**config.mk**
```make
export PLATFORM = sky130hd
export DESIGN_NAME = text_to_uint32_multibase_core
export DESIGN_NICKNAME = d
export VERILOG_FILES = /design/src/rtl/core/tu32_pkg.sv /design/src/rtl/core/text_to_uint32_multibase_core.sv
export SDC_FILE = /design/constraint.sdc
export NUM_CORES = 1
export LEC_CHECK = 0
export BUFFER_PORTS_ARGS = -buffer_cell sky130_fd_sc_hd__buf_2
export CORE_ASPECT_RATIO = 0.8
export CORE_MARGIN = 3
export CORE_UTILIZATION = 45
export DETAILED_ROUTE_END_ITERATION = 7
export RECOVER_POWER = 50
export REMOVE_ABC_BUFFERS = 1
export SLEW_MARGIN = 20
export SYNTH_ARGS = -nofsm -noshare
export SYNTH_HDL_FRONTEND = slang
export SYNTH_SLANG_ARGS = --single-unit
```
**constraint.sdc**
```tcl
create_clock -name clk_i -period 15 [get_ports clk_i]
set_clock_uncertainty 0.2 [all_clocks]
set_input_delay 1.5 -clock clk_i [delete_from_list [all_inputs] [get_ports clk_i]]
set_output_delay 1.5 -clock clk_i [all_outputs]
set_load 0.005 [all_outputs]
```
**src/rtl/core/tu32_pkg.sv**
```systemverilog
package tu32_pkg;

  typedef enum logic [3:0] {
    PhDone     = 4'd0,
    PhSkip     = 4'd1,
    PhZero     = 4'd2,
    PhHexFirst = 4'd3,
    PhHex      = 4'd4,
    PhOct      = 4'd5,
    PhBinFirst = 4'd6,
    PhBin      = 4'd7,
    PhDec      = 4'd8
  } phase_e;

  typedef enum logic [1:0] {
    StOk   = 2'd0,
    StNone = 2'd1,
    StOvf  = 2'd2
  } status_e;

  // bytes at or beyond this index act as the terminator
  localparam logic [15:0] MaxTextLen = 16'd255;

  // largest decimal accumulator that can still take another digit
  localparam logic [31:0] DecLimit = 32'd429496729;
  localparam logic [7:0]  DecLastDigitMax = 8'h35;

  localparam logic [31:0] OvfValue = 32'hffff_ffff;
  localparam logic [7:0]  PosMax   = 8'd255;

endpackage

```
**src/rtl/core/text_to_uint32_multibase_core.sv**
```systemverilog
// Streaming unsigned 32-bit number parser. Bytes of a text arrive one word per
// cycle; text_start_i marks the first byte of a new text. Leading bytes 1..32 are
// skipped, then 0x/0X selects hex, 0 followed by 0-7 octal, b/B binary, a lone 0
// reads as zero, 1-9 starts decimal, and any other byte shows there is no number.
// At most one result word is issued per text, with the byte that ends the number
// (status 0), or that shows there is no number (status 1), or the digit that would
// overflow 32 bits (status 2, value all-ones); later bytes are swallowed until the
// next text start. A byte passes the input register, its word the result register;
// one byte is taken every cycle while the result side does not stall; a stalled
// result register holds the input register, which holds the input.
module text_to_uint32_multibase_core (
  input  logic        clk_i,
  input  logic        rst_ni,
  input  logic        in_valid_i,
  output logic        in_stall_o,
  input  logic        text_start_i,
  input  logic [7:0]  symbol_i,
  output logic        out_valid_o,
  input  logic        out_stall_i,
  output logic [31:0] value_o,
  output logic [1:0]  status_o,
  output logic [7:0]  next_position_o
);

  // input register
  logic       in_valid_q, in_valid_d;
  logic       text_start_q;
  logic [7:0] symbol_q;

  // parse state
  tu32_pkg::phase_e phase_q, phase_d, phase_eff;
  logic [31:0]      acc_q, acc_d;
  logic [7:0]       pos_q, pos_d, pos_eff, idx;

  // result register
  logic              out_valid_q, out_valid_d;
  logic [31:0]       value_q;
  tu32_pkg::status_e status_q;
  logic [7:0]        next_pos_q;

  logic              proc_en;
  logic              res_valid;
  logic [31:0]       res_value;
  tu32_pkg::status_e res_status;
  logic [7:0]        res_pos;

  logic [7:0] c_eff;
  logic       is_space, is_zero_ch, is_b, is_x, is_dec, is_oct, is_bin, is_hex;
  logic [3:0] hex_val;

  assign proc_en    = in_valid_q && (!out_valid_q || !out_stall_i);
  assign in_stall_o = in_valid_q && !proc_en;
  assign in_valid_d = in_stall_o ? in_valid_q : in_valid_i;

  always_ff @(posedge clk_i or negedge rst_ni) begin
    if (!rst_ni) begin
      in_valid_q <= 1'b0;
    end else begin
      in_valid_q <= in_valid_d;
    end
  end

  always_ff @(posedge clk_i) begin
    if (!in_stall_o && in_valid_i) begin
      text_start_q <= text_start_i;
      symbol_q     <= symbol_i;
    end
  end

  // a text start restarts the parse on this very byte
  assign phase_eff = text_start_q ? tu32_pkg::PhSkip : phase_q;
  assign pos_eff   = text_start_q ? 8'd0 : pos_q;
  assign idx       = pos_eff;
  assign c_eff     = ({8'd0, idx} >= tu32_pkg::MaxTextLen) ? 8'd0 : symbol_q;

  assign is_space   = (c_eff >= 8'd1) && (c_eff <= 8'd32);
  assign is_zero_ch = (c_eff == 8'h30);
  assign is_b       = (c_eff == 8'h62) || (c_eff == 8'h42);
  assign is_x       = (c_eff == 8'h78) || (c_eff == 8'h58);
  assign is_dec     = (c_eff >= 8'h30) && (c_eff <= 8'h39);
  assign is_oct     = (c_eff >= 8'h30) && (c_eff <= 8'h37);
  assign is_bin     = (c_eff == 8'h30) || (c_eff == 8'h31);

  always_comb begin
    is_hex  = 1'b1;
    hex_val = 4'd0;
    if (is_dec) begin
      hex_val = c_eff[3:0];
    end else if ((c_eff >= 8'h41 && c_eff <= 8'h46) || (c_eff >= 8'h61 && c_eff <= 8'h66)) begin
      // letters a-f and A-F share their low three bits: 1..6
      hex_val = 4'd9 + {1'b0, c_eff[2:0]};
    end else begin
      is_hex = 1'b0;
    end
  end

  // result decision
  always_comb begin
    res_valid  = 1'b0;
    res_value  = '0;
    res_status = tu32_pkg::StOk;
    res_pos    = '0;
    unique case (phase_eff)
      tu32_pkg::PhSkip: begin
        if (!is_space && !is_zero_ch && !is_b && !is_dec) begin
          res_valid  = 1'b1;
          res_status = tu32_pkg::StNone;
        end
      end
      tu32_pkg::PhZero: begin
        if (!is_x && !is_oct) begin
          res_valid = 1'b1;
          res_pos   = idx;
        end
      end
      tu32_pkg::PhHexFirst: begin
        if (!is_hex) begin
          res_valid  = 1'b1;
          res_status = tu32_pkg::StNone;
        end
      end
      tu32_pkg::PhHex: begin
        if (!is_hex) begin
          res_valid = 1'b1;
          res_value = acc_q;
          res_pos   = idx;
        end else if (acc_q[31:28] != 4'd0) begin
          res_valid  = 1'b1;
          res_value  = tu32_pkg::OvfValue;
          res_status = tu32_pkg::StOvf;
        end
      end
      tu32_pkg::PhOct: begin
        if (!is_oct) begin
          res_valid = 1'b1;
          res_value = acc_q;
          res_pos   = idx;
        end else if (acc_q[31:29] != 3'd0) begin
          res_valid  = 1'b1;
          res_value  = tu32_pkg::OvfValue;
          res_status = tu32_pkg::StOvf;
        end
      end
      tu32_pkg::PhBinFirst: begin
        if (!is_bin) begin
          res_valid  = 1'b1;
          res_status = tu32_pkg::StNone;
        end
      end
      tu32_pkg::PhBin: begin
        if (!is_bin) begin
          res_valid = 1'b1;
          res_value = acc_q;
          res_pos   = idx;
        end else if (acc_q[31]) begin
          res_valid  = 1'b1;
          res_value  = tu32_pkg::OvfValue;
          res_status = tu32_pkg::StOvf;
        end
      end
      tu32_pkg::PhDec: begin
        if (!is_dec) begin
          res_valid = 1'b1;
          res_value = acc_q;
          res_pos   = idx;
        end else if ((acc_q > tu32_pkg::DecLimit) ||
                     ((acc_q == tu32_pkg::DecLimit) && (c_eff > tu32_pkg::DecLastDigitMax))) begin
          res_valid  = 1'b1;
          res_value  = tu32_pkg::OvfValue;
          res_status = tu32_pkg::StOvf;
        end
      end
      default: begin
      end
    endcase
  end

  // next parse state
  always_comb begin
    phase_d = phase_eff;
    acc_d   = acc_q;
    unique case (phase_eff)
      tu32_pkg::PhSkip: begin
        if (is_zero_ch) begin
          phase_d = tu32_pkg::PhZero;
        end else if (is_b) begin
          phase_d = tu32_pkg::PhBinFirst;
        end else if (is_dec) begin
          phase_d = tu32_pkg::PhDec;
          acc_d   = {28'd0, c_eff[3:0]};
        end
      end
      tu32_pkg::PhZero: begin
        if (is_x) begin
          phase_d = tu32_pkg::PhHexFirst;
        end else if (is_oct) begin
          phase_d = tu32_pkg::PhOct;
          acc_d   = {29'd0, c_eff[2:0]};
        end
      end
      tu32_pkg::PhHexFirst: begin
        phase_d = tu32_pkg::PhHex;
        acc_d   = {28'd0, hex_val};
      end
      tu32_pkg::PhHex: begin
        acc_d = {acc_q[27:0], hex_val};
      end
      tu32_pkg::PhOct: begin
        acc_d = {acc_q[28:0], c_eff[2:0]};
      end
      tu32_pkg::PhBinFirst: begin
        phase_d = tu32_pkg::PhBin;
        acc_d   = {31'd0, c_eff[0]};
      end
      tu32_pkg::PhBin: begin
        acc_d = {acc_q[30:0], c_eff[0]};
      end
      tu32_pkg::PhDec: begin
        // times ten as x8 + x2
        acc_d = {acc_q[28:0], 3'd0} + {acc_q[30:0], 1'b0} + {28'd0, c_eff[3:0]};
      end
      default: begin
        phase_d = tu32_pkg::PhDone;
      end
    endcase
    if (res_valid) begin
      phase_d = tu32_pkg::PhDone;
    end
  end

  always_comb begin
    pos_d = pos_eff;
    if (phase_eff != tu32_pkg::PhDone && pos_eff != tu32_pkg::PosMax) begin
      pos_d = pos_eff + 8'd1;
    end
  end

  always_ff @(posedge clk_i or negedge rst_ni) begin
    if (!rst_ni) begin
      phase_q <= tu32_pkg::PhDone;
      acc_q   <= '0;
      pos_q   <= '0;
    end else if (proc_en) begin
      phase_q <= phase_d;
      acc_q   <= acc_d;
      pos_q   <= pos_d;
    end
  end

  // result register
  assign out_valid_d = (proc_en && res_valid) ? 1'b1 : (out_valid_q && out_stall_i);

  always_ff @(posedge clk_i or negedge rst_ni) begin
    if (!rst_ni) begin
      out_valid_q <= 1'b0;
    end else begin
      out_valid_q <= out_valid_d;
    end
  end

  always_ff @(posedge clk_i) begin
    if (proc_en && res_valid) begin
      value_q    <= res_value;
      status_q   <= res_status;
      next_pos_q <= res_pos;
    end
  end

  assign out_valid_o     = out_valid_q;
  assign value_o         = value_q;
  assign status_o        = status_q;
  assign next_position_o = next_pos_q;

  a_ovf_word : assert property (@(posedge clk_i) disable iff (!rst_ni)
    out_valid_o && (status_o == tu32_pkg::StOvf) |->
      (value_o == tu32_pkg::OvfValue) && (next_position_o == 8'd0))
    else $error("overflow word carries wrong value or position");

  a_none_word : assert property (@(posedge clk_i) disable iff (!rst_ni)
    out_valid_o && (status_o == tu32_pkg::StNone) |->
      (value_o == 32'd0) && (next_position_o == 8'd0))
    else $error("no-number word carries nonzero fields");

  a_done_after_result : assert property (@(posedge clk_i) disable iff (!rst_ni)
    proc_en && res_valid |=> (phase_q == tu32_pkg::PhDone) && out_valid_o)
    else $error("parse not closed after result");

endmodule

```
# After elaboration in Yosys (flattened, before gate mapping)
# Index checks and enable logic that the tools add are counted.
[classes]
addsub = 4
order_cmp = 12
n_eq_ne = 21
n_mux = 62
reduce_logical = 38
[ops]
columns = ["operator", "n"]
rows = [
  ["$mux W32", 13],
  ["$pmux W32 S8", 1],
  ["$pmux W32 S4", 1],
  ["$mux W8", 8],
  ["$pmux W8 S5", 1],
  ["$mux W4", 9],
  ["$add A32 B32 Y32", 1],
  ["$add A32 B4 Y32", 1],
  ["$eq A32 B29 Y1 const B", 1],
  ["$eq A8 B7 Y1 const B", 4],
  ["$gt A32 B29 Y1 const B", 1],
  ["$le A8 B6 Y1 const B", 3],
  ["$pmux W4 S5", 1],
  ["$mux W1", 18],
  ["$eq A4 B3 Y1 const B", 4],
  ["$eq A8 B6 Y1 const B", 2],
  ["$ge A8 B7 Y1 const B", 2],
  ["$le A8 B7 Y1 const B", 2],
  ["$logic_and A1 B1 Y1", 16],
  ["$mux W2", 8],
  ["$pmux W2 S7", 1],
  ["$logic_not A1 Y1", 10],
  ["$ne A2 B2 Y1 const B", 5],
  ["$add A8 B1 Y8 const B", 1],
  ["other kinds (16)", 23],
]
[word_totals]
reg_bits = 97
output_inout_bits = 44
wordCells = 147

# Depth between registers and ports, before layout
[depth]
ltp_word = 13
ltp_mapped = 20

# Worst setup path after synthesis
# OpenSTA, ideal clock, no wires.
[synth_timing]
kind = "register to register"
start = "reg text_start_q"
end = "reg next_pos_q[0], in the netlist next_position_o[0], enable pin"
setup_ps = 442
t_arrival_ps = 4840
required_time_ps = 14358
slack_ps = 9518
path_stages_with_launch = 18
path_buffers = 2
period_less_slack_ps = 5482
cell_sequence = "edfxtp_1 buf_4 clkbuf_1 nor2b_1 ha_1 and4_1 nand3_2 nand2_1 inv_1 ha_1 nor2_1 a21oi_1 o21ai_0 a2111oi_4 nor3_2 nor3_4 and3_4 nor2_1"
[synth_between]
elab_chain_len = 12
elab_cells_between_ends = 62
cone_classes = "11 x order compare; 14 x eq/ne; 15 x mux; 22 x reduce/logical"
[synth_rtl]
columns = ["item", "line", "source"]
rows = [
  ["start: declaration", "text_to_uint32_multibase_core.sv:27", "logic text_start_q;"],
  ["start signal: assignment", "text_to_uint32_multibase_core.sv:65", "text_start_q <= text_start_i;"],
  ["$mux W8", "text_to_uint32_multibase_core.sv:72", "assign pos_eff = text_start_q ? 8'd0 : pos_q;"],
  ["$ge A8 B8 Y1", "text_to_uint32_multibase_core.sv:74", "assign c_eff = ({8'd0, idx} >= tu32_pkg::MaxTextLen) ? 8'd0 : symbol_q;"],
  ["$mux W8", "text_to_uint32_multibase_core.sv:74", ""],
  ["$ge A8 B1 Y1 or $le A8 B6 Y1 (tied branches)", "text_to_uint32_multibase_core.sv:76", "assign is_space = (c_eff >= 8'd1) && (c_eff <= 8'd32);"],
  ["$logic_and A1 B1 Y1", "text_to_uint32_multibase_core.sv:76", ""],
  ["$logic_not A1 Y1", "text_to_uint32_multibase_core.sv:105", "if (!is_space && !is_zero_ch && !is_b && !is_dec) begin"],
  ["$logic_and A1 B1 Y1 (3 in series)", "text_to_uint32_multibase_core.sv:105", ""],
  ["$mux W1", "text_to_uint32_multibase_core.sv:105", ""],
  ["$pmux W1 S8 (*)", "text_to_uint32_multibase_core.sv:103", "unique case (phase_eff)"],
  ["$logic_and A1 B1 Y1 (*)", "text_to_uint32_multibase_core.sv:262", "if (proc_en && res_valid) begin"],
  ["end signal: assignment", "text_to_uint32_multibase_core.sv:265", "next_pos_q <= res_pos;"],
  ["end: declaration", "text_to_uint32_multibase_core.sv:39", "logic [7:0] next_pos_q;"],
]
# Every way passes the cells marked *; elsewhere a longest branch is shown, timed or not.
# A chain may end at the register's enable or synchronous reset.

# Final worst setup path
[layout_timing]
start = "reg text_start_q"
end = "reg acc_q[31]"
[layout_between]
elab_chain_len = 7
elab_cells_between_ends = 33
cone_classes = "1 x add/sub; 4 x order compare; 18 x eq/ne; 4 x mux; 6 x reduce/logical"
[layout_rtl]
columns = ["item", "line", "source"]
rows = [
  ["branches (longest 7 deep; another with $add A32 B4 Y32)", "-", ""],
  ["end signal: assignment", "text_to_uint32_multibase_core.sv:241", "acc_q <= '0;"],
  ["end signal: assignment", "text_to_uint32_multibase_core.sv:245", "acc_q <= acc_d;"],
  ["end: declaration", "text_to_uint32_multibase_core.sv:32", "logic [31:0] acc_q, acc_d;"],
]
# Several ways; the timed one is not identified.

==> summary.txt <==
CTS
  • CTS Hold Bufs: 0
  • CTS sink count: 97
  • Root Driver: clkbuf_16
  • CTS resizes: 0
  • CTS tree: built
  • Post-CTS setup buffer count: 0
  • Num CTS Buffers: 9
  • Clk_lat worst skew: 0.36 ns
  • Worst-path clk slew: 0.08 ns
  • Worst-case clock buffer depth: 2
  • H-tree depth: 3

Critical path
  • Worst Setup Start Kind: flip-flop
  • Worst Setup End Kind: flip-flop
  • Worst EP required: 15.03 ns
  • CP Class: reg2reg
  • R2R cell count: 15
  • Worst-path maximum fanout: 40
  • Crit path arrival time: 6.90 ns
  • RR Startpoint: text_start_q
  • Crit. Startpoint: text_start_q

Routing
  • WL final: 19730 um
  • Routed vias: 6304
  • Vias per cell: 6.097
  • Final antenna-violating net count: 0
  • DR iter-0 viols: 552
  • 1st-pass router iterations: 5
  • Avg WL per Cell: 19.08 um
  • DRC viols: 0

Global route
  • Gr usage total: 22.87%
  • Grt total ovfl: 0
  • Vias in the first global route: 6038
  • Largest net degree at the start of global routing: 47
  • First-pass GRT wire length: 32370 um
  • Initial antenna violation count: 0

Logic synthesis
  • Synth Warn #: 0
  • Syn avg cell area: 9.154 um2
  • Synth Flop Type: edfxtp_1
  • Post-synth ARST share: 47.42%
  • Post-Synthesis Cells: 785
  • Sequential share of the synthesized area: 37.33%
  • Post-synth EDFFs: 51
  • Netlist cell types: 73
  • Flop and latch count out of synthesis: 97
  • Cell Area, Synth: 7186 um2

Finish
  • Post-layout utilization of the core: 51.51%
  • Reg area: 2683 um2
  • Commonest cells after routing, fill and taps aside: o21ai_0 (85), nor2_1 (80), nand2_1 (70)
  • Layout fillers: 1457
  • Area of the multi-input gates: 4287 um2
  • Layout area overhead: 9.786%
  • Final Cell Area: 7889 um2
  • Layout cells sized above 1: 10.07%
  • Commonest non-fill, non-tap cell in the layout: o21ai_0
  • Antenna diodes: 0
  • Nets: 897

Power
  • VDD IR max: 0.00006350 V
  • Leak Pwr: 3.255 nW
  • Pint: 0.4919 mW
  • Power Dens Cells: 93.53 nW/um2
  • Switching power: 0.2459 mW
  • Clk pwr share: 31.6%
  • Switching Share: 33.33%
  • Comb power frac: 21.6%
  • Reg power frac: 46.8%

Timing
  • Final Hold Violating Endpoints: 0
  • Hold Slack: 0.3505 ns
  • Worst-Margin Slew: 2.897 ns
  • RSZ-0062 raised after global routing: false
  • Ratio of final minimum period to clock period: 45.79%
  • Slew Limit Fails: 77
  • Setup Total Neg Slack: 0 ns
  • Final setup violation count: 0
  • Max-slew headroom: -93.13%
  • Final critical-path required period: 6.869 ns
  • Highest Clock Rate: 145.6 MHz

Place
  • Instance area at placement: 7650 um2
  • Number of port buffers: 56
  • Post-DP HPWL: 13560 um
  • GP Congestion: 0.9225

Min path
  • Hold Startpoint: pos_q[2]
  • Hold path cells: 2
  • Worst min-delay path class: reg2reg

Die
  • Die Span X: 147.3 um
  • Die area: 17530 um2
  • Die Y: 119.0 um
  • Core area: 15310 um2
  • Starting Density: 46.92%
  • IO Pins: 57
  • Row Count: 40

Outcome
  • Status: finished, violations left
  • Failing checks: capacitance limit, slew limit

Job
  • Max-cap violations: 2
## cell type report
| class | instances | share of cell area [%] |
|---|---|---|
| inverters | 13 | 0.6186 |
| flip-flops and latches | 97 | 34.00 |
| well taps | 210 | 3.331 |
| clock buffers | 9 | 2.855 |
| clock inverters | 7 | 0.8565 |
| repair buffers | 65 | 3.997 |
| multi-input cells | 633 | 54.34 |
## worst max-delay path: stages (launching register included)
cell	delay, ns
edfxtp_1	0.64
nor2b_1	0.26
ha_1	0.22
and4_1	0.30
nand3_1	0.44
nand2_1	0.34
ha_1	0.30
or4b_4	0.50
a21o_1	0.19
nand2_1	0.09
nor2_1	0.07
o21ai_0	2.12
buf_4	0.65
nor3_1	0.10
mux2i_1	0.18
o211ai_1	0.12
## through the flow
step | worst slack, ns | power (mW) | instances
after global placement | 9.909 | 0.5055 | 1018
after floorplan | 8.256 | 0.4519 | 743
after CTS | 9.678 | 0.7440 | 1034
after detailed placement | 9.728 | 0.5089 | 1018
final | 8.131 | 0.7378 | 1034
after global routing | 7.382 | 0.7775 | 1034
## synth_stat cells (all sizes together) (3+ instances only)
master	count	share of area, %
nor3	14	1.4
o21bai	9	0.94
nand3	13	0.98
nor2	84	4.4
nand3b	3	0.31
ha	64	11
a21o	13	1.4
a31oi	11	0.96
nand2b	12	1.0
nor3b	3	0.31
a2111oi	3	0.63
o21a	13	1.4
and2	5	0.44
and3	8	0.77
o31ai	7	0.94
nor4	6	0.61
nand4	7	0.61
a22oi	32	3.3
buf	13	1.0
nand2	70	3.7
a221oi	20	2.5
o22ai	7	0.61
xor2	14	1.7
dfrtp	46	16
a211oi	7	0.80
edfxtp	51	21
inv	13	0.68
o211ai	7	0.73
nor2b	14	1.2
o21ai	88	6.2
a21oi	44	3.1
clkbuf	29	1.5
xnor2	16	2.0
mux2i	3	0.42
## flip-flops by register name (all words and copies together) (netlist names), 2 cells and up
name / count
value_o: 32
next_position_o: 8
pos_q: 8
symbol_q: 8
acc_q: 32
phase_q: 4
status_o: 2
## cells by family after synthesis
logic type / count (synthesis) / synth area share (%)
fa+ha+maj: 65 / 11.42
mux: 5 / 0.7313
buf+inv: 55 / 3.204
compound gates: 280 / 25.94
simple gates: 253 / 17.71
flops: 97 / 37.33
xor+xnor: 30 / 3.657
## layer usage
layer  share of wire (%)  GRT usage [%]  vias to the layer above
met1                  48          33.63                     3020
li1                    -              -                     3033
met3                 6.7          4.831                       24
met2                  44          34.75                      227
met4                 1.1          5.064                        0
met5                   0              0                        -
## power groups by stage
| stage | combinational (mW) | clock [mW] | sequential (mW) |
|---|---|---|---|
| after CTS | 0.160 | 0.239 | 0.344 |
| after detailed placement | 0.159 | 0 | 0.350 |
| after floorplan | 0.111 | 0 | 0.341 |
| after global routing | 0.179 | 0.249 | 0.350 |
| final | 0.159 | 0.233 | 0.345 |
| after global placement | 0.156 | 0 | 0.349 |
## final timing paths
kind                              to  slack, ns
hold reg to reg             pos_q[2]       0.35
hold / removal              pos_q[2]       0.35
setup / recovery           acc_q[31]       8.13
max in group asynchronous  acc_q[11]      11.00
setup reg to reg           acc_q[31]       8.13
min in group asynchronous   pos_q[6]       1.97
Note: power is estimated with default switching activity, not from simulation.
